File: config.mk
export PLATFORM = sky130hd
export DESIGN_NAME = link_reconnect_backoff_controller_flat
export DESIGN_NICKNAME = d
export VERILOG_FILES = /design/src/sv/lrb_pkg.sv /design/src/sv/lrb_evt_if.sv /design/src/sv/lrb_res_if.sv /design/src/sv/link_reconnect_backoff_controller.sv /design/src/sv/lrb_cfg_regs.sv /design/src/sv/lrb_event_core.sv /design/src/flat_wrapper.sv
export SDC_FILE = /design/constraint.sdc
export NUM_CORES = 1
export LEC_CHECK = 0
export BUFFER_PORTS_ARGS = -buffer_cell sky130_fd_sc_hd__buf_4
export CORE_ASPECT_RATIO = 0.7
export CORE_MARGIN = 1
export CORE_UTILIZATION = 40
export DETAILED_ROUTE_END_ITERATION = 8
export PLACE_DENSITY = 0.66
export SKIP_CTS_REPAIR_TIMING = 1
export SYNTH_ARGS = -nofsm -noshare
export SYNTH_HDL_FRONTEND = slang
export SYNTH_HIERARCHICAL = 1
export SYNTH_SLANG_ARGS = --single-unit
File: constraint.sdc
create_clock -name clk -period 5.15 [get_ports clk]
set_input_delay 0 -clock clk [delete_from_list [all_inputs] [get_ports clk]]
set_output_delay 0 -clock clk [all_outputs]
set_load 0.1 [all_outputs]
File: src/sv/lrb_pkg.sv
`timescale 1ns / 1ps
// ----------------------------------------------------------------------------
// lrb_pkg: shared types and constants for the reconnect backoff controller
// Event codes, radio and retry codes, register indexes, reset values and the
// structs passed between the blocks.
// ----------------------------------------------------------------------------
package lrb_pkg;

  localparam int MAX_NETWORKS_DEF = 8;

  // register reset values
  localparam logic [15:0] BASE_BACKOFF_RST   = 16'd1000;
  localparam logic [15:0] PINNED_BACKOFF_RST = 16'd3000;
  localparam logic [15:0] DBL_LIMIT_RST      = 16'd30000;
  localparam logic [15:0] BACKOFF_CAP_RST    = 16'd60000;
  localparam logic [7:0]  ROTATE_FAILS_RST   = 8'd2;
  localparam logic [7:0]  GIVEUP_FAILS_RST   = 8'd5;

  // backoff state value after reset
  localparam logic [15:0] BACKOFF_STATE_RST  = 16'd1000;

  localparam logic [7:0]  FAIL_CNT_MAX       = 8'd255;

  typedef enum logic [2:0] {
    CFG_BASE_BACKOFF   = 3'd0,
    CFG_PINNED_BACKOFF = 3'd1,
    CFG_DBL_LIMIT      = 3'd2,
    CFG_BACKOFF_CAP    = 3'd3,
    CFG_ROTATE_FAILS   = 3'd4,
    CFG_GIVEUP_FAILS   = 3'd5
  } cfg_idx_t;

  typedef enum logic [3:0] {
    OP_START        = 4'd0,
    OP_STOP         = 4'd1,
    OP_RADIO_UP     = 4'd2,
    OP_DISCONNECTED = 4'd3,
    OP_GOT_ADDR     = 4'd4,
    OP_PROBE        = 4'd5,
    OP_TIMER        = 4'd6,
    OP_RETRY_NOW    = 4'd7,
    OP_JOIN_NEW     = 4'd8
  } op_t;

  typedef enum logic [1:0] {
    LINK_DOWN   = 2'd0,
    LINK_ONLINE = 2'd1,
    LINK_PORTAL = 2'd2
  } link_state_t;

  typedef enum logic [2:0] {
    RADIO_NONE       = 3'd0,
    RADIO_CONNECT    = 3'd1,
    RADIO_DISCONNECT = 3'd2,
    RADIO_STOP       = 3'd3,
    RADIO_START      = 3'd4,
    RADIO_RECONNECT  = 3'd5
  } radio_cmd_t;

  typedef enum logic [1:0] {
    RETRY_NONE   = 2'd0,
    RETRY_ARM    = 2'd1,
    RETRY_CANCEL = 2'd2
  } retry_t;

  typedef struct packed {
    logic [15:0] base_backoff;
    logic [15:0] pinned_backoff;
    logic [15:0] dbl_limit;
    logic [15:0] backoff_cap;
    logic [7:0]  rotate_fails;
    logic [7:0]  giveup_fails;
  } cfg_t;

  typedef struct packed {
    logic [3:0] op;
    logic [3:0] network_count;
    logic       probe_online;
  } evt_t;

  typedef struct packed {
    logic [1:0]  link_state;
    logic        state_changed;
    logic [2:0]  net_index;
    logic        apply_network;
    logic [2:0]  radio_cmd;
    logic [1:0]  retry_action;
    logic [15:0] retry_delay_ms;
    logic [2:0]  promote_index;
    logic        probe_kick;
    logic        probe_stop;
    logic        join_failed;
    logic        has_address;
  } res_t;

endpackage

File: src/sv/lrb_evt_if.sv
`timescale 1ns / 1ps
// ----------------------------------------------------------------------------
// lrb_evt_if: link event channel
// Valid/ready channel carrying one link event word.
// ----------------------------------------------------------------------------
interface lrb_evt_if;
  logic       valid;
  logic       ready;
  logic [3:0] op;
  logic [3:0] network_count;
  logic       probe_online;

  modport source (output valid, op, network_count, probe_online, input ready);
  modport sink   (input valid, op, network_count, probe_online, output ready);
endinterface

File: src/sv/lrb_res_if.sv
`timescale 1ns / 1ps
// ----------------------------------------------------------------------------
// lrb_res_if: controller result channel
// Valid/ready channel carrying one result word per event.
// ----------------------------------------------------------------------------
interface lrb_res_if;
  logic        valid;
  logic        ready;
  logic [1:0]  link_state;
  logic        state_changed;
  logic [2:0]  net_index;
  logic        apply_network;
  logic [2:0]  radio_cmd;
  logic [1:0]  retry_action;
  logic [15:0] retry_delay_ms;
  logic [2:0]  promote_index;
  logic        probe_kick;
  logic        probe_stop;
  logic        join_failed;
  logic        has_address;

  modport source (output valid, link_state, state_changed, net_index, apply_network,
                  radio_cmd, retry_action, retry_delay_ms, promote_index, probe_kick,
                  probe_stop, join_failed, has_address, input ready);
  modport sink   (input valid, link_state, state_changed, net_index, apply_network,
                  radio_cmd, retry_action, retry_delay_ms, promote_index, probe_kick,
                  probe_stop, join_failed, has_address, output ready);
endinterface

File: src/sv/link_reconnect_backoff_controller.sv
`timescale 1ns / 1ps
// ----------------------------------------------------------------------------
// link_reconnect_backoff_controller: station link reconnect controller
// Turns link events into radio commands, retry timer requests with
// exponential backoff, network rotation/promotion and link-state reports.
// ----------------------------------------------------------------------------
//
//  channel   dir   handshake              word
//  -------   ---   ---------------------  -------------------------------------
//  in_ch     in    valid/ready            op, network_count, probe_online
//  out_ch    out   valid/ready            link_state ... has_address (12 fields)
//  cfg_*     in    cfg_we, no stall       cfg_idx selects, cfg_wdata[15:0]
//
//  Timing: an accepted event is held in the input register, then its result
//  word in the result register; one word per cycle sustained while out_ch
//  takes each result word, as the state update in lrb_event_core is
//  combinational and commits with advance.
//  Reset: synchronous rst_n clears both stages and the link state and loads
//  the register defaults.
//  Stalls: a held result stops the state update; the input register still
//  takes one more word, then in_ch.ready drops until out_ch drains.
//
module link_reconnect_backoff_controller #(
  parameter int MaxNetworks = lrb_pkg::MAX_NETWORKS_DEF
) (
  input  logic        clk,
  input  logic        rst_n,
  lrb_evt_if.sink     in_ch,
  lrb_res_if.source   out_ch,
  input  logic        cfg_we,
  input  logic [2:0]  cfg_idx,
  input  logic [15:0] cfg_wdata
);

  lrb_pkg::cfg_t cfg;
  lrb_pkg::evt_t evt_r;
  lrb_pkg::res_t res_nxt;
  lrb_pkg::res_t res_r;
  logic          in_v_r;
  logic          out_v_r;
  logic          advance;  // input word moves through the core into the result reg

  assign advance     = in_v_r && (!out_v_r || out_ch.ready);
  assign in_ch.ready = !in_v_r || advance;

  lrb_cfg_regs u_cfg (
    .clk       (clk),
    .rst_n     (rst_n),
    .cfg_we    (cfg_we),
    .cfg_idx   (cfg_idx),
    .cfg_wdata (cfg_wdata),
    .cfg       (cfg)
  );

  lrb_event_core #(
    .MaxNetworks (MaxNetworks)
  ) u_core (
    .clk   (clk),
    .rst_n (rst_n),
    .fire  (advance),
    .evt   (evt_r),
    .cfg   (cfg),
    .res   (res_nxt)
  );

  // input stage
  always_ff @(posedge clk) begin
    if (!rst_n) begin
      in_v_r <= 1'b0;
    end else if (in_ch.ready) begin
      in_v_r <= in_ch.valid;
    end
  end

  always_ff @(posedge clk) begin
    if (in_ch.valid && in_ch.ready) begin
      evt_r.op            <= in_ch.op;
      evt_r.network_count <= in_ch.network_count;
      evt_r.probe_online  <= in_ch.probe_online;
    end
  end

  // result stage
  always_ff @(posedge clk) begin
    if (!rst_n) begin
      out_v_r <= 1'b0;
    end else if (advance) begin
      out_v_r <= 1'b1;
    end else if (out_ch.ready) begin
      out_v_r <= 1'b0;
    end
  end

  always_ff @(posedge clk) begin
    if (advance) begin
      res_r <= res_nxt;
    end
  end

  assign out_ch.valid          = out_v_r;
  assign out_ch.link_state     = res_r.link_state;
  assign out_ch.state_changed  = res_r.state_changed;
  assign out_ch.net_index      = res_r.net_index;
  assign out_ch.apply_network  = res_r.apply_network;
  assign out_ch.radio_cmd      = res_r.radio_cmd;
  assign out_ch.retry_action   = res_r.retry_action;
  assign out_ch.retry_delay_ms = res_r.retry_delay_ms;
  assign out_ch.promote_index  = res_r.promote_index;
  assign out_ch.probe_kick     = res_r.probe_kick;
  assign out_ch.probe_stop     = res_r.probe_stop;
  assign out_ch.join_failed    = res_r.join_failed;
  assign out_ch.has_address    = res_r.has_address;

  // a word entering the result stage is offered on the next cycle
  a_adv_shows: assert property (@(posedge clk) disable iff (!rst_n)
    advance |=> out_v_r)
    else $error("result word lost after advance");

  // a delay only travels with an arm request
  a_delay_arm: assert property (@(posedge clk) disable iff (!rst_n)
    (advance && res_nxt.retry_action != lrb_pkg::RETRY_ARM) |-> res_nxt.retry_delay_ms == 16'd0)
    else $error("retry delay without arm");

  // promotion moves the selected network to slot zero
  a_promote_idx: assert property (@(posedge clk) disable iff (!rst_n)
    (advance && res_nxt.promote_index != 3'd0) |-> res_nxt.net_index == 3'd0)
    else $error("promotion left a nonzero index");

  // with the result stage full and stalled, the core must not advance
  a_stall_hold: assert property (@(posedge clk) disable iff (!rst_n)
    (out_v_r && !out_ch.ready) |-> !advance)
    else $error("core advanced over a stalled result");

endmodule

File: src/sv/lrb_cfg_regs.sv
`timescale 1ns / 1ps
// ----------------------------------------------------------------------------
// lrb_cfg_regs: configuration register file
// Six write-only timing and threshold registers with reset defaults.
// ----------------------------------------------------------------------------
module lrb_cfg_regs (
  input  logic          clk,
  input  logic          rst_n,
  input  logic          cfg_we,
  input  logic [2:0]    cfg_idx,
  input  logic [15:0]   cfg_wdata,
  output lrb_pkg::cfg_t cfg
);

  lrb_pkg::cfg_t cfg_r, cfg_nxt;

  always_comb begin
    cfg_nxt = cfg_r;
    if (cfg_we) begin
      case (lrb_pkg::cfg_idx_t'(cfg_idx))
        lrb_pkg::CFG_BASE_BACKOFF:   cfg_nxt.base_backoff   = cfg_wdata;
        lrb_pkg::CFG_PINNED_BACKOFF: cfg_nxt.pinned_backoff = cfg_wdata;
        lrb_pkg::CFG_DBL_LIMIT:      cfg_nxt.dbl_limit      = cfg_wdata;
        lrb_pkg::CFG_BACKOFF_CAP:    cfg_nxt.backoff_cap    = cfg_wdata;
        lrb_pkg::CFG_ROTATE_FAILS:   cfg_nxt.rotate_fails   = cfg_wdata[7:0];
        lrb_pkg::CFG_GIVEUP_FAILS:   cfg_nxt.giveup_fails   = cfg_wdata[7:0];
        default: ;  // unmapped index, dropped
      endcase
    end
  end

  always_ff @(posedge clk) begin
    if (!rst_n) begin
      cfg_r.base_backoff   <= lrb_pkg::BASE_BACKOFF_RST;
      cfg_r.pinned_backoff <= lrb_pkg::PINNED_BACKOFF_RST;
      cfg_r.dbl_limit      <= lrb_pkg::DBL_LIMIT_RST;
      cfg_r.backoff_cap    <= lrb_pkg::BACKOFF_CAP_RST;
      cfg_r.rotate_fails   <= lrb_pkg::ROTATE_FAILS_RST;
      cfg_r.giveup_fails   <= lrb_pkg::GIVEUP_FAILS_RST;
    end else begin
      cfg_r <= cfg_nxt;
    end
  end

  assign cfg = cfg_r;

endmodule

File: src/sv/lrb_event_core.sv
`timescale 1ns / 1ps
// ----------------------------------------------------------------------------
// lrb_event_core: link state registers and per-event update
// Holds the controller state and computes the result word and next state
// for one event; state commits when fire is high.
// ----------------------------------------------------------------------------
module lrb_event_core #(
  parameter int MaxNetworks = lrb_pkg::MAX_NETWORKS_DEF
) (
  input  logic          clk,
  input  logic          rst_n,
  input  logic          fire,
  input  lrb_pkg::evt_t evt,
  input  lrb_pkg::cfg_t cfg,
  output lrb_pkg::res_t res
);

  localparam logic [4:0] MAX_W   = 5'(MaxNetworks);
  localparam logic [3:0] MAX_CNT = 4'(MaxNetworks);

  lrb_pkg::link_state_t last_state_r, last_state_nxt;
  logic        enabled_r, enabled_nxt;
  logic        has_ip_r, has_ip_nxt;
  logic [15:0] backoff_r, backoff_nxt;
  logic [3:0]  known_cnt_r, known_cnt_nxt;
  logic [2:0]  cur_idx_r, cur_idx_nxt;
  logic [7:0]  fail_cnt_r, fail_cnt_nxt;
  logic        pinned_r, pinned_nxt;
  logic        pin_failed_r, pin_failed_nxt;

  logic [3:0]  cnt_clamped;
  logic [7:0]  fail_inc;
  logic [3:0]  idx_plus;
  logic [3:0]  idx_wrap;
  logic [15:0] backoff_dbl;

  assign cnt_clamped = ({1'b0, evt.network_count} > MAX_W) ? MAX_CNT : evt.network_count;
  assign fail_inc    = (fail_cnt_r < lrb_pkg::FAIL_CNT_MAX) ? fail_cnt_r + 8'd1 : fail_cnt_r;
  assign idx_plus    = {1'b0, cur_idx_r} + 4'd1;
  // index stays below the known count, so one subtract wraps it
  assign idx_wrap    = (idx_plus >= known_cnt_r) ? idx_plus - known_cnt_r : idx_plus;
  assign backoff_dbl = backoff_r[15] ? 16'hFFFF : {backoff_r[14:0], 1'b0};

  always_comb begin
    lrb_pkg::link_state_t st;
    last_state_nxt = last_state_r;
    enabled_nxt    = enabled_r;
    has_ip_nxt     = has_ip_r;
    backoff_nxt    = backoff_r;
    known_cnt_nxt  = known_cnt_r;
    cur_idx_nxt    = cur_idx_r;
    fail_cnt_nxt   = fail_cnt_r;
    pinned_nxt     = pinned_r;
    pin_failed_nxt = pin_failed_r;
    st             = last_state_r;

    res                = '0;
    res.radio_cmd      = lrb_pkg::RADIO_NONE;
    res.retry_action   = lrb_pkg::RETRY_NONE;

    case (lrb_pkg::op_t'(evt.op))
      lrb_pkg::OP_START: begin
        known_cnt_nxt = cnt_clamped;
        if (cnt_clamped != 4'd0) begin
          cur_idx_nxt       = 3'd0;
          fail_cnt_nxt      = 8'd0;
          pinned_nxt        = 1'b0;
          pin_failed_nxt    = 1'b0;
          enabled_nxt       = 1'b1;
          res.apply_network = 1'b1;
          res.radio_cmd     = lrb_pkg::RADIO_START;
        end
      end
      lrb_pkg::OP_STOP: begin
        enabled_nxt      = 1'b0;
        res.retry_action = lrb_pkg::RETRY_CANCEL;
        res.probe_stop   = 1'b1;
        res.radio_cmd    = lrb_pkg::RADIO_STOP;
        has_ip_nxt       = 1'b0;
        pinned_nxt       = 1'b0;
        pin_failed_nxt   = 1'b0;
        st               = lrb_pkg::LINK_DOWN;
      end
      lrb_pkg::OP_RADIO_UP: begin
        res.radio_cmd = lrb_pkg::RADIO_CONNECT;
      end
      lrb_pkg::OP_DISCONNECTED: begin
        has_ip_nxt     = 1'b0;
        res.probe_stop = 1'b1;
        st             = lrb_pkg::LINK_DOWN;
        if (enabled_r) begin
          fail_cnt_nxt = fail_inc;
          if (pinned_r) begin
            if (fail_inc >= cfg.giveup_fails) pin_failed_nxt = 1'b1;
          end else if (fail_inc >= cfg.rotate_fails && known_cnt_r > 4'd1) begin
            fail_cnt_nxt      = 8'd0;
            cur_idx_nxt       = idx_wrap[2:0];
            res.apply_network = 1'b1;
          end
          res.retry_action   = lrb_pkg::RETRY_ARM;
          res.retry_delay_ms = backoff_r;
          if (pinned_r)                       backoff_nxt = cfg.pinned_backoff;
          else if (backoff_r >= cfg.dbl_limit) backoff_nxt = cfg.backoff_cap;
          else                                backoff_nxt = backoff_dbl;
        end
      end
      lrb_pkg::OP_GOT_ADDR: begin
        has_ip_nxt     = 1'b1;
        backoff_nxt    = cfg.base_backoff;
        fail_cnt_nxt   = 8'd0;
        pinned_nxt     = 1'b0;
        pin_failed_nxt = 1'b0;
        if (cur_idx_r != 3'd0 && {1'b0, cur_idx_r} < known_cnt_r) begin
          res.promote_index = cur_idx_r;
          cur_idx_nxt       = 3'd0;
        end
        res.probe_kick = 1'b1;
      end
      lrb_pkg::OP_PROBE: begin
        if (enabled_r && has_ip_r) begin
          st = evt.probe_online ? lrb_pkg::LINK_ONLINE : lrb_pkg::LINK_PORTAL;
        end
      end
      lrb_pkg::OP_TIMER: begin
        if (enabled_r) res.radio_cmd = lrb_pkg::RADIO_CONNECT;
      end
      lrb_pkg::OP_RETRY_NOW: begin
        if (enabled_r && !has_ip_r) begin
          backoff_nxt      = cfg.base_backoff;
          res.retry_action = lrb_pkg::RETRY_ARM;
        end
      end
      lrb_pkg::OP_JOIN_NEW: begin
        known_cnt_nxt     = cnt_clamped;
        cur_idx_nxt       = 3'd0;
        fail_cnt_nxt      = 8'd0;
        pinned_nxt        = 1'b1;
        pin_failed_nxt    = 1'b0;
        backoff_nxt       = cfg.base_backoff;
        enabled_nxt       = 1'b1;
        res.radio_cmd     = has_ip_r ? lrb_pkg::RADIO_RECONNECT : lrb_pkg::RADIO_CONNECT;
        res.apply_network = 1'b1;
      end
      default: ;  // unused code: state untouched
    endcase

    last_state_nxt    = st;
    res.state_changed = (st != last_state_r);
    res.link_state    = last_state_nxt;
    res.net_index     = cur_idx_nxt;
    res.join_failed   = pin_failed_nxt;
    res.has_address   = has_ip_nxt;
  end

  always_ff @(posedge clk) begin
    if (!rst_n) begin
      last_state_r <= lrb_pkg::LINK_DOWN;
      enabled_r    <= 1'b0;
      has_ip_r     <= 1'b0;
      backoff_r    <= lrb_pkg::BACKOFF_STATE_RST;
      known_cnt_r  <= 4'd0;
      cur_idx_r    <= 3'd0;
      fail_cnt_r   <= 8'd0;
      pinned_r     <= 1'b0;
      pin_failed_r <= 1'b0;
    end else if (fire) begin
      last_state_r <= last_state_nxt;
      enabled_r    <= enabled_nxt;
      has_ip_r     <= has_ip_nxt;
      backoff_r    <= backoff_nxt;
      known_cnt_r  <= known_cnt_nxt;
      cur_idx_r    <= cur_idx_nxt;
      fail_cnt_r   <= fail_cnt_nxt;
      pinned_r     <= pinned_nxt;
      pin_failed_r <= pin_failed_nxt;
    end
  end

endmodule
File: src/flat_wrapper.sv
// flat-port wrapper written by rule: the top's interface ports become plain ports
module link_reconnect_backoff_controller_flat 
#(
  parameter int MaxNetworks = lrb_pkg::MAX_NETWORKS_DEF
)
  (clk, rst_n, cfg_we, cfg_idx, cfg_wdata, in_ch_valid, in_ch_op, in_ch_network_count, in_ch_probe_online, in_ch_ready, out_ch_valid, out_ch_link_state, out_ch_state_changed, out_ch_net_index, out_ch_apply_network, out_ch_radio_cmd, out_ch_retry_action, out_ch_retry_delay_ms, out_ch_promote_index, out_ch_probe_kick, out_ch_probe_stop, out_ch_join_failed, out_ch_has_address, out_ch_ready);
  lrb_evt_if in_ch_i ();
  lrb_res_if out_ch_i ();
  input  logic clk;
  input  logic rst_n;
  input  logic cfg_we;
  input  logic [2:0] cfg_idx;
  input  logic [15:0] cfg_wdata;
  input wire logic [$bits(in_ch_i.valid)-1:0] in_ch_valid;
  input wire logic [$bits(in_ch_i.op)-1:0] in_ch_op;
  input wire logic [$bits(in_ch_i.network_count)-1:0] in_ch_network_count;
  input wire logic [$bits(in_ch_i.probe_online)-1:0] in_ch_probe_online;
  output wire logic [$bits(in_ch_i.ready)-1:0] in_ch_ready;
  output wire logic [$bits(out_ch_i.valid)-1:0] out_ch_valid;
  output wire logic [$bits(out_ch_i.link_state)-1:0] out_ch_link_state;
  output wire logic [$bits(out_ch_i.state_changed)-1:0] out_ch_state_changed;
  output wire logic [$bits(out_ch_i.net_index)-1:0] out_ch_net_index;
  output wire logic [$bits(out_ch_i.apply_network)-1:0] out_ch_apply_network;
  output wire logic [$bits(out_ch_i.radio_cmd)-1:0] out_ch_radio_cmd;
  output wire logic [$bits(out_ch_i.retry_action)-1:0] out_ch_retry_action;
  output wire logic [$bits(out_ch_i.retry_delay_ms)-1:0] out_ch_retry_delay_ms;
  output wire logic [$bits(out_ch_i.promote_index)-1:0] out_ch_promote_index;
  output wire logic [$bits(out_ch_i.probe_kick)-1:0] out_ch_probe_kick;
  output wire logic [$bits(out_ch_i.probe_stop)-1:0] out_ch_probe_stop;
  output wire logic [$bits(out_ch_i.join_failed)-1:0] out_ch_join_failed;
  output wire logic [$bits(out_ch_i.has_address)-1:0] out_ch_has_address;
  input wire logic [$bits(out_ch_i.ready)-1:0] out_ch_ready;
  assign in_ch_i.valid = in_ch_valid;
  assign in_ch_i.op = in_ch_op;
  assign in_ch_i.network_count = in_ch_network_count;
  assign in_ch_i.probe_online = in_ch_probe_online;
  assign in_ch_ready = in_ch_i.ready;
  assign out_ch_valid = out_ch_i.valid;
  assign out_ch_link_state = out_ch_i.link_state;
  assign out_ch_state_changed = out_ch_i.state_changed;
  assign out_ch_net_index = out_ch_i.net_index;
  assign out_ch_apply_network = out_ch_i.apply_network;
  assign out_ch_radio_cmd = out_ch_i.radio_cmd;
  assign out_ch_retry_action = out_ch_i.retry_action;
  assign out_ch_retry_delay_ms = out_ch_i.retry_delay_ms;
  assign out_ch_promote_index = out_ch_i.promote_index;
  assign out_ch_probe_kick = out_ch_i.probe_kick;
  assign out_ch_probe_stop = out_ch_i.probe_stop;
  assign out_ch_join_failed = out_ch_i.join_failed;
  assign out_ch_has_address = out_ch_i.has_address;
  assign out_ch_i.ready = out_ch_ready;
  link_reconnect_backoff_controller #(.MaxNetworks(MaxNetworks)) u_core (.clk(clk), .rst_n(rst_n), .in_ch(in_ch_i), .out_ch(out_ch_i), .cfg_we(cfg_we), .cfg_idx(cfg_idx), .cfg_wdata(cfg_wdata));
endmodule
Word-level counts from Yosys, hierarchy flattened
Index checks and enable logic that the tools add are counted.
Word-level totals
  register bits: 163
  input bits: 33
  output and inout bits: 37
Operators by class
  $add $sub $neg: 3
  magnitude comparators: 8
  equal/unequal tests: 17
  muxes and demuxes: 48
  reductions and logical operators: 38
Operators by type and width (count)
  16-bit two-way mux: 5
  16-bit one-hot mux with 3 select lines: 1
  8-bit two-way mux: 5
  8-bit one-hot mux with 3 select lines: 1
  3-bit two-way mux: 7
  2-bit AND reduction: 9
  17-bit two-way mux: 1
  4-bit by 3-bit equality test with 1-bit output, second input constant: 4
  16-bit >= comparator: 1
  8-bit >= comparator: 2
  1-bit two-way mux: 15
  3-bit one-hot mux with 5 select lines: 1
  3-bit nonzero test: 5
  1-bit one-hot mux with 3 select lines: 4
  3-bit one-hot mux with 4 select lines: 1
  8-bit by 1-bit adder with 8-bit output, second input constant: 1
  4-bit by 2-bit equality test with 1-bit output, second input constant: 2
  8-bit less-than comparator, second input constant: 1
  4-bit two-way mux: 2
  4-bit AND reduction: 2
  2-bit OR reduction: 4
  3-bit by 2-bit equality test with 1-bit output, second input constant: 2
  3-bit equality test, second input constant: 2
  1-bit logical AND: 6
  other kinds (23): 30

Depth between registers and ports, before layout
Gate-level depths: netlist of the first run.
  depth after elaboration: 8
  depth in mapped cells: 12

Modules after synthesis
Netlist of the first run, hierarchy kept.
By module, submodules not included
  lrb_event_core: instances 1, cells an instance 522, area each 3918.8 µm², seq. area each 740.7 µm²
  lrb_cfg_regs: instances 1, cells an instance 303, area each 3143.0 µm², seq. area each 1601.5 µm²
  link_reconnect_backoff_controller: instances 1, cells an instance 53, area each 1425.1 µm², seq. area each 1361.3 µm²

Worst setup path before layout of the first run
Ideal clock, no wire load.
  path kind: flip-flop to flip-flop
  from: register u_core.out_v_r, in the netlist u_core/out_ch.valid
  to: register u_core.u_core.fail_cnt_r[0]
  setup time: 58 ps
  arrival time: 4087 ps
  setup slack: 1005 ps
  stages on the path, launching flop included: 8
  buffers on the path: 0
  clock period less this slack: 4145 ps
  path through: dfxtp_1 -> nor2b_4 -> nor2b_1 -> inv_1 -> a2111oi_4 -> o21ai_2 -> o21bai_1 -> mux2_2
Between the ends
  cells in the longest elaborated chain, start to end: 4
RTL lines
  start, declared: line link_reconnect_backoff_controller.sv:40  | logic out_v_r;
  start signal, assigned: line link_reconnect_backoff_controller.sv:86  | out_v_r <= 1'b0;
  start signal, assigned: line link_reconnect_backoff_controller.sv:88  | out_v_r <= 1'b1;
  start signal, assigned: line link_reconnect_backoff_controller.sv:90  | out_v_r <= 1'b0;
  1-bit logical NOT: line link_reconnect_backoff_controller.sv:43  | assign advance = in_v_r && (!out_v_r || out_ch.ready);
  1-bit logical OR: line link_reconnect_backoff_controller.sv:43
  1-bit logical AND: line link_reconnect_backoff_controller.sv:43
  via u_core.advance: line link_reconnect_backoff_controller.sv:41  | logic advance;
  4-bit AND reduction (no line)
  end signal, assigned: line lrb_event_core.sv:173  | fail_cnt_r <= fail_cnt_nxt;
  end, declared: line lrb_event_core.sv:27  | logic [7:0] fail_cnt_r, fail_cnt_nxt;
The timed path passes the listed nets, and every way through them passes these cells.
A chain may end at the register's enable or synchronous reset.

==> run_results.csv, run 1 <==
group,metric,value,unit
run_status,status,"complete, no violations",
clocking,numCtsBuffers,17,
sta,rsz0062_at_grt,"false",
sta,maxSlewViolCount,0,
worst_hold_path,hp-class,"in2reg",
yosys,synth-edff-count,44,
grt,grt_pass1_vias,5837,
yosys,syn_area_per_cell,9.67,sq um
placed_design,dp.cells,1178,
power_and_ir_drop,pwr-share-clk,0.428,
grt,antenna_found_initial,0,
grt,grt_usage,0.191,
sta,max_slew.worst_pin.slew,1.19,ns
sta,setup_viol,0,
clocking,tritoncts,"done",
floorplan,num_rows,44,
yosys,ys_types,67,
drt,viasPerCell,5.32,
drt,wire_per_inst,16.5,um
cells_and_area,fin_util,0.484,
cells_and_area,diodes,0,
yosys,ys_seq_area_frac,0.436,
floorplan,num_io_pins,70,
critical_path,endpoint_kind,"flip-flop",
sta,period_share,0.604,
sta,slew_headroom,0.202,
floorplan,die_h,124,um
sta,timing.fmax,321,MHz
drt,routed_wl,20.4,mm
yosys,ys_top_cells_by_count,"dfxtp_1 (119), nand2_1 (101), mux2i_1 (88)",
power_and_ir_drop,power.total,0.00301,W
yosys,synthArstFlopShare,0,
yosys,yosys.area.top_type,"dfxtp_1",
power_and_ir_drop,p_int,0.00220,W
yosys,synth_cells,878,
sta,min_period,3.11,ns
grt,grt_overflow,0,
yosys,synth.cell_area,0.00849,sq mm
placed_design,hpwlAfterDp,14.3,mm
clocking,cts.sinks,163,
floorplan,die_area,0.0218,sq mm
flow_run,drv_cap,0,
clocking,h-tree-depth,4,
clocking,clkTransAtPathRegs,0.07,ns
drt,first_pass_iters,6,
cells_and_area,nets,1025,
sta,skew,0.0121,ns
drt,drt_iter0_drc,539,
power_and_ir_drop,p_leak,4.11,nW
placed_design,place_area,0.00917,sq mm
power_and_ir_drop,p_comb_frac,0.108,
clocking,cts.path.max_buffers,2,
yosys,synth_ff_type,"dfxtp_1",
yosys,synth_area_leaders,"dfxtp_1 (28%), edfxtp_1 (16%), mux2i_1 (10%)",
drt,antenna_left,0,
critical_path,critical_path_required,5.34,ns
cells_and_area,drive_gt1_frac,0.147,
cells_and_area,syn_to_final_growth,18.4,%
yosys,synth_nets,954,
yosys,synth_seq_cells,163,
grt,grt_pass1_wl,31.9,mm
placed_design,io_buffers,69,
yosys,yosys.area.top_type_share,0.281,
yosys,synth_most_common_cell,"dfxtp_1",
critical_path,crit_arrival,3.30,ns
cells_and_area,instances_no_fill,1238,
critical_path,worst-path-max-fanout,10,
power_and_ir_drop,power_frac_seq,0.464,
clocking,clk_latency,0.43,ns
power_and_ir_drop,power.density,300,mW/mm^2
floorplan,coreArea,0.0208,sq mm
clocking,root_buffer,"clkbuf_16",
power_and_ir_drop,swShare,0.270,
placed_design,gp_congestion,0.884,
drt,vias,6589,
sta,hold_viol_final,0,
power_and_ir_drop,p_sw,0.000812,W
cells_and_area,final_area,0.0100,sq mm
drt,drc_errors,0,
power_and_ir_drop,ir_drop,0.219,mV
critical_path,startpoint_type,"flip-flop",
floorplan,start_util,0.409,
grt,grt_max_degree,70,
critical_path,setup.worst_path.class,"reg2reg",
sta,tns,0,ns
floorplan,die_x,176,um
yosys,ys_warn_count,6,
[cell families (layout without fill, tap and decap cells)]
| kind of cell | after synthesis | count (layout) | share of synthesized area |
|---|---|---|---|
| muxes | 93 | 93 | 0.110 |
| DFF | 163 | 163 | 0.436 |
| AOI/OAI and AO/OA | 171 | 171 | 0.142 |
| buffers and inverters | 108 | 192 | 0.0565 |
| and+or+nand+nor | 295 | 295 | 0.185 |
| adders and majority gates | 43 | 43 | 0.0643 |
| xor gates and xnor gates | 5 | 5 | 0.00516 |
[power groups by stage]
stage	combinational [W]	clock (W)	sequential, W
floorplan	0.000155	0	0.00149
global placement	0.000303	0	0.00143
detailed placement	0.000306	0	0.00143
CTS	0.000307	0.00131	0.00140
global route	0.000349	0.00136	0.00140
finish	0.000324	0.00129	0.00140
[flip-flops by register name (all words and copies together) (netlist names), 2 cells and up]
| name | flops |
|---|---|
| u_core/out_ch.net_index | 3 |
| u_core/u_core/fail_cnt_r | 8 |
| u_core/u_core/last_state_r | 2 |
| u_core/out_ch.retry_delay_ms | 16 |
| u_core/out_ch.promote_index | 3 |
| u_core/u_core/cur_idx_r | 3 |
| u_core/out_ch.retry_action | 2 |
| u_core/u_core/known_cnt_r | 4 |
| u_core/evt_r | 9 |
| u_core/u_cfg/cfg | 80 |
| u_core/out_ch.link_state | 2 |
| u_core/u_core/backoff_r | 16 |
| u_core/out_ch.radio_cmd | 3 |
[per-layer routing]
| metal | track usage | part of all wire | vias to the layer above |
|---|---|---|---|
| li1 | - | - | 3294 |
| met1 | 0.303 | 0.54 | 3074 |
| met5 | 0 | 0 | - |
| met4 | 0.0402 | 0.0076 | 0 |
| met3 | 0.0543 | 0.074 | 11 |
| met2 | 0.245 | 0.38 | 210 |
[area by class of cell]
type                       count  area [sq um]
clock buffer                  18           429
fill                        1987         10700
multi-input combinational    607          4340
inverter                      57           214
clock inverter                14           169
tap                          276           345
timing repair buffer         103           843
sequential                   163          3700
[critical path, cell delays in order (launching register included)]
cell,delay (ns)
dfxtp_1,0.36
ha_1,0.28
nand3_1,0.10
nand4_1,0.18
and2_1,0.23
or2_2,0.32
ha_1,0.19
a211oi_1,0.23
o21ai_0,0.15
a31o_2,0.26
nand2_1,0.32
nor3_1,0.10
a21o_1,0.17
[per-stage QoR]
stage | hold slack [ns] | setup WS (ns)
6_report | 0.0818 | 2.04
3_5_place_dp | 0.180 | 2.08
4_1_cts | -0.277 | 2.07
5_1_grt | 0.101 | 1.84
3_3_place_gp | 0.178 | 2.18
2_1_floorplan | 0.0989 | 1.01
[final timing paths]
| kind | startpoint | endpoint | slack [ns] | cells after the start |
|---|---|---|---|---|
| max | u_core/u_core/fail_cnt_r[0] | u_core/out_ch.net_index[1] | 2.04 | 12 |
| min | rst_n | u_core/out_ch.valid | 0.08 | 2 |
| max reg2reg | u_core/u_core/fail_cnt_r[0] | u_core/out_ch.net_index[1] | 2.04 | 12 |
| min reg2reg | u_core/u_cfg/cfg[41] | u_core/u_cfg/cfg[41] | 0.46 | 2 |
[placed cells by master (no fill, tap or decap), drive strengths merged, types with 24 or more instances in the layout]
cell | Yosys | layout
inv | 57 | 63
nand3 | 24 | 24
buf | 22 | 75
mux2i | 88 | 88
dfxtp | 119 | 119
nor2b | 53 | 53
nand2 | 101 | 101
o21ai | 25 | 25
a21oi | 38 | 38
ha | 42 | 42
edfxtp | 44 | 44
dlygate4sd3 | 0 | 28
nor2 | 35 | 35
Note: power is estimated with default switching activity, not from simulation.
==> inputs of run 2 (changes only) <==
--- a/config.mk
+++ b/config.mk
@@ -10,7 +10,7 @@
 export CORE_MARGIN = 1
 export CORE_UTILIZATION = 40
 export DETAILED_ROUTE_END_ITERATION = 8
-export PLACE_DENSITY = 0.66
+export PLACE_DENSITY = 0.68
 export SKIP_CTS_REPAIR_TIMING = 1
 export SYNTH_ARGS = -nofsm -noshare
 export SYNTH_HDL_FRONTEND = slang
==> constraint.sdc (replaced) <==
create_clock -name clk -period 2.7 [get_ports clk]
set_input_delay 0 -clock clk [delete_from_list [all_inputs] [get_ports clk]]
set_output_delay 0 -clock clk [all_outputs]
set_load 0.1 [all_outputs]
==> run 2 against run 1 <==
Sequential share of layout area decreased by 1.6 points. Fmax increased by 16%. Design area grew 4.9%. Combinational power increased by 110%. Final cell count increased by 3.4%. Largest cell class unchanged. Highest routed layer unchanged.
==> run_results.csv, run 2 (synthesis gave the netlist of run 1 again) <==
group,metric,value,unit
critical_path,worst-path-max-fanout,4,
grt,antenna_found_initial,0,
worst_hold_path,whs_path_depth,3,
drt,drc_errors,0,
drt,routed_wl,21.1,mm
clocking,cts.sinks,163,
critical_path,crit_arrival,3.01,ns
drt,wire_per_inst,16.5,um
sta,rsz0062_at_grt,"true",
critical_path,critical_path_required,3.02,ns
sta,slew_headroom,0.477,
drt,drt_iter0_drc,564,
critical_path,startpoint_type,"flip-flop",
clocking,numCtsBuffers,17,
clocking,h-tree-depth,4,
sta,max_slew.worst_pin.slew,0.784,ns
grt,grt_usage,0.197,
clocking,root_buffer,"clkbuf_16",
sta,fin_ws,0.0181,ns
floorplan,die_h,124,um
drt,viasPerCell,5.37,
sta,setup_viol,0,
floorplan,die_area,0.0218,sq mm
drt,antenna_left,0,
cells_and_area,fin_util,0.508,
power_and_ir_drop,ir_drop,0.429,mV
cells_and_area,fillers,1914,
cells_and_area,diodes,0,
sta,period_share,0.993,
run_status,status,"complete, no violations",
floorplan,coreArea,0.0208,sq mm
power_and_ir_drop,power.density,534,mW/mm^2
grt,grt_pass1_vias,6245,
floorplan,die_x,176,um
critical_path,worstRegToRegCells,12,
floorplan,start_util,0.409,
grt,grt_pass1_wl,33.0,mm
critical_path,setup.worst_path.class,"reg2reg",
critical_path,endpoint_kind,"flip-flop",
cells_and_area,final_common_cell,"buf_4",
cells_and_area,most-common-layout-cells,"buf_4 (114), dfxtp_1 (112), nand2_1 (98)",
placed_design,place_area,0.00946,sq mm
placed_design,hpwlAfterDp,14.8,mm
drt,first_pass_iters,5,
clocking,cts.path.max_buffers,2,
power_and_ir_drop,p_leak,4.38,nW
placed_design,io_buffers,69,
floorplan,num_io_pins,70,
placed_design,gp_congestion,0.865,
sta,skew,0.00997,ns
cells_and_area,nets,1067,
cells_and_area,largest_reg_flops,80,
worst_hold_path,hp-class,"in2reg",
floorplan,num_rows,44,
sta,timing.fmax,373,MHz
cells_and_area,syn_to_final_growth,24.2,%
sta,hold_viol_final,0,
clocking,clk_latency,0.43,ns
grt,grt_max_degree,133,
sta,min_period,2.68,ns
flow_run,drv_cap,0,
placed_design,pre_cts_slack,-0.123,ns
cells_and_area,final_area,0.0105,sq mm
cells_and_area,drive_gt1_frac,0.213,
drt,vias,6871,
grt,grt_overflow,0,
sta,maxSlewViolCount,0,
clocking,clkTransAtPathRegs,0.07,ns
clocking,tritoncts,"done",
sta,hold_ws,0.0974,ns
## run 2: changes by cell type in the layout (fill, tap and decap cells not counted), moves of 4 or more
cell,change
buf_4,+39
dfxtp_1,-7
a21oi_1,-4
o21ai_0,-4
a21oi_2,+4
dfxtp_2,+7
## run 2: worst paths after layout
kind | slack [ns] | to | from
hold / removal | 0.1 | u_core/u_cfg/cfg[2] | cfg_we
hold reg to reg | 0.46 | u_core/u_cfg/cfg[58] | u_core/u_cfg/cfg[58]
setup / recovery | 0.02 | u_core/u_core/cur_idx_r[2] | u_core/u_core/fail_cnt_r[3]
setup reg to reg | 0.02 | u_core/u_core/cur_idx_r[2] | u_core/u_core/fail_cnt_r[3]
## run 2: critical path: stages, from the launching register on
cell and delay, ns:
dfxtp_2 0.33, and4_4 0.25, nand4_1 0.11, buf_4 0.16, nand4_1 0.12, xnor2_2 0.10, ha_1 0.33, a211oi_2 0.21
o21ai_1 0.12, a31o_4 0.24, and4_4 0.18, mux2_4 0.25, o21a_1 0.16
## run 2: metrics by stage
stage | TNS [ns] | total power [W] | instances
2_1_floorplan | 0 | 0.00313 | 878
4_1_cts | -0.641 | 0.00563 | 1245
6_report | 0 | 0.00563 | 1280
3_3_place_gp | -0.220 | 0.00332 | 1213
5_1_grt | -0.333 | 0.00584 | 1280
3_5_place_dp | -0.479 | 0.00333 | 1213
## run 2: layout make-up
class / instances / area, sq um / area share
Inverter: 57 / 214 / 0.0203
Clock buffer: 18 / 429 / 0.0407
Timing Repair Buffer: 145 / 1190 / 0.113
Sequential cell: 163 / 3710 / 0.352
Clock inverter: 14 / 129 / 0.0122
Tap cell: 276 / 345 / 0.0328
Multi-Input combinational cell: 607 / 4530 / 0.429
## run 2: metal layers
metal / track usage / vias up / share of wire / wire [um]
met3: 0.0559 / 12 / 0.068 / 1430
met1: 0.302 / 3271 / 0.53 / 11100
li1: - / 3373 / - / -
met2: 0.261 / 215 / 0.40 / 8440
met5: 0 / - / 0 / 0
met4: 0.0511 / 0 / 0.0075 / 159
## run 2: power breakdown
group,internal [W],leakage [nW],switching (W)
Sequential,0.00259,1.39,0.0000624
Clock,0.00128,0.269,0.00103
Combinational,0.000242,2.71,0.000431
==> inputs of run 3 (changes only) <==
--- a/config.mk
+++ b/config.mk
@@ -8,9 +8,9 @@
 export BUFFER_PORTS_ARGS = -buffer_cell sky130_fd_sc_hd__buf_4
 export CORE_ASPECT_RATIO = 0.7
 export CORE_MARGIN = 1
-export CORE_UTILIZATION = 40
+export CORE_UTILIZATION = 47
 export DETAILED_ROUTE_END_ITERATION = 8
-export PLACE_DENSITY = 0.68
+export PLACE_DENSITY = 0.77
 export SKIP_CTS_REPAIR_TIMING = 1
 export SYNTH_ARGS = -nofsm -noshare
 export SYNTH_HDL_FRONTEND = slang
==> run 3 against run 2 <==
The flow now finishes with violations (setup timing). First-iteration DRC count is 18% higher. Largest cell class unchanged. Clock skew about the same. Wire length rose by 1.4%. Highest routed layer unchanged. Fmax decreased by 1.5%. Worst setup slack got worse by 0.042 ns. Critical path depth decreased by 1. Clock power is 2% higher. Global-route usage grew 3.5 points. Via count grew 0.93%.
==> run_results.csv, run 3 (synthesis gave the netlist of run 1 again) <==
group,metric,value,unit
sta,maxSlewViolCount,0,
drt,viasPerCell,5.62,
worst_hold_path,hold_end,"u_core/u_cfg/cfg[2]",
power_and_ir_drop,ir_drop,0.314,mV
power_and_ir_drop,power.density,544,mW/mm^2
flow_run,drv_cap,0,
critical_path,startpoint_type,"flip-flop",
sta,hold_viol_final,0,
sta,rsz0062_at_grt,"true",
cells_and_area,most-common-layout-cells,"buf_4 (114), dfxtp_1 (110), nand2_1 (101)",
placed_design,gp_congestion,0.873,
sta,skew,0.0100,ns
clocking,clk_latency,0.43,ns
worst_hold_path,worstHoldStart,"cfg_we",
floorplan,die_x,163,um
clocking,root_buffer,"clkbuf_16",
placed_design,dp.cells,1168,
placed_design,pre_cts_slack,-0.152,ns
sta,fin_ws,-0.0237,ns
run_status,violations,"setup timing",
clocking,tritoncts,"done",
drt,antenna_left,0,
drt,drc_errors,0,
cells_and_area,syn_to_final_growth,22.8,%
sta,setup_viol,2,
worst_hold_path,hp-class,"in2reg",
sta,timing.fmax,367,MHz
drt,first_pass_iters,5,
sta,min_period,2.72,ns
critical_path,endpoint_kind,"flip-flop",
floorplan,coreArea,0.0174,sq mm
power_and_ir_drop,p_leak,4.33,nW
critical_path,rr_startpoint,"u_core/u_core/fail_cnt_r[6]",
cells_and_area,nets,1066,
grt,grt_overflow,0,
grt,grt_usage,0.232,
sta,max_slew.worst_pin.slew,0.888,ns
run_status,status,"complete, but fails checks",
clocking,h-tree-depth,4,
placed_design,io_buffers,69,
cells_and_area,drive_gt1_frac,0.208,
drt,drt_iter0_drc,664,
cells_and_area,seqCellArea,0.00371,sq mm
clocking,numCtsBuffers,17,
cells_and_area,final_common_cell,"buf_4",
cells_and_area,fillers,1454,
drt,routed_wl,21.4,mm
floorplan,num_io_pins,70,
critical_path,setup.worst_path.class,"reg2reg",
grt,grt_pass1_wl,33.4,mm
critical_path,rrSetupSlack,-0.02,ns
grt,grt_pass1_vias,6395,
grt,antenna_found_initial,0,
placed_design,hpwlAfterDp,14.5,mm
critical_path,worstRegToRegCells,11,
critical_path,critical_path_required,2.88,ns
cells_and_area,largest_reg_flops,80,
critical_path,r2r-end,"u_core/out_ch.net_index[2]",
floorplan,num_rows,40,
cells_and_area,instances_no_fill,1234,
clocking,cts.sinks,163,
clocking,cts.path.max_buffers,2,
power_and_ir_drop,power.total,0.00567,W
sta,slew_headroom,0.405,
floorplan,start_util,0.487,
placed_design,place_area,0.00938,sq mm
clocking,clkTransAtPathRegs,0.07,ns
critical_path,crit_arrival,2.90,ns
worst_hold_path,whs_path_depth,3,
grt,grt_max_degree,63,
cells_and_area,final_area,0.0104,sq mm
sta,period_share,1.01,
floorplan,die_area,0.0186,sq mm
drt,vias,6935,
cells_and_area,multi_input_area,0.00447,sq mm
cells_and_area,diodes,0,
floorplan,die_h,114,um
drt,wire_per_inst,17.3,um
critical_path,worst-path-max-fanout,4,
run 3: where the power goes:
group          total (W)  switching, W  internal (W)
Combinational   0.000673      0.000433      0.000240
Sequential       0.00265     0.0000607       0.00259
Clock            0.00235      0.000994       0.00136
run 3: routing by layer:
| metal | track usage | vias up | part of all wire |
|---|---|---|---|
| met1 | 0.356 | 3313 | 0.49 |
| met5 | 0 | - | 0 |
| met2 | 0.327 | 250 | 0.43 |
| met4 | 0.0474 | 0 | 0.0098 |
| met3 | 0.0518 | 18 | 0.072 |
| li1 | - | 3354 | - |
run 3: cell type report:
cell class / count / area share
multi-input cells: 607 / 0.429
flip-flops and latches: 163 / 0.356
repair buffers: 144 / 0.112
clock buffers: 19 / 0.0415
well taps: 231 / 0.0277
inverters: 57 / 0.0205
clock inverters: 13 / 0.0131
run 3: worst max-delay path by stage:
stage	startpoint	end	slack [ns]
floorplan	u_core/u_core/fail_cnt_r[0]	u_core/u_core/cur_idx_r[2]	0.01
global placement	u_core/u_core/fail_cnt_r[0]	u_core/u_core/cur_idx_r[2]	-0.07
detailed placement	u_core/u_core/fail_cnt_r[0]	u_core/u_core/cur_idx_r[2]	-0.15
CTS	u_core/u_core/fail_cnt_r[0]	u_core/u_core/cur_idx_r[2]	-0.19
global route	u_core/u_core/fail_cnt_r[5]	u_core/out_ch.net_index[2]	-0.10
finish	u_core/u_core/fail_cnt_r[6]	u_core/out_ch.net_index[2]	-0.02
run 3: critical path, cell delays in order (launching register included):
cell     delay, ns
dfxtp_2       0.32
and4_4        0.19
nand3_1       0.08
nand4_1       0.19
nor2_2        0.25
xor2_2        0.18
ha_2          0.30
o21ai_2       0.16
a21oi_2       0.08
o21a_2        0.24
and4_1        0.22
or2_2         0.27
run 3: stage by stage:
| step | hold slack, ns | utilization | setup TNS (ns) |
|---|---|---|---|
| after floorplan | 0.0989 | - | 0 |
| after global placement | 0.178 | 0.539 | -0.182 |
| after detailed placement | 0.180 | 0.539 | -0.673 |
| after CTS | -0.265 | 0.571 | -1.15 |
| after global routing | 0.102 | 0.598 | -0.414 |
| final | 0.0966 | 0.598 | -0.0470 |
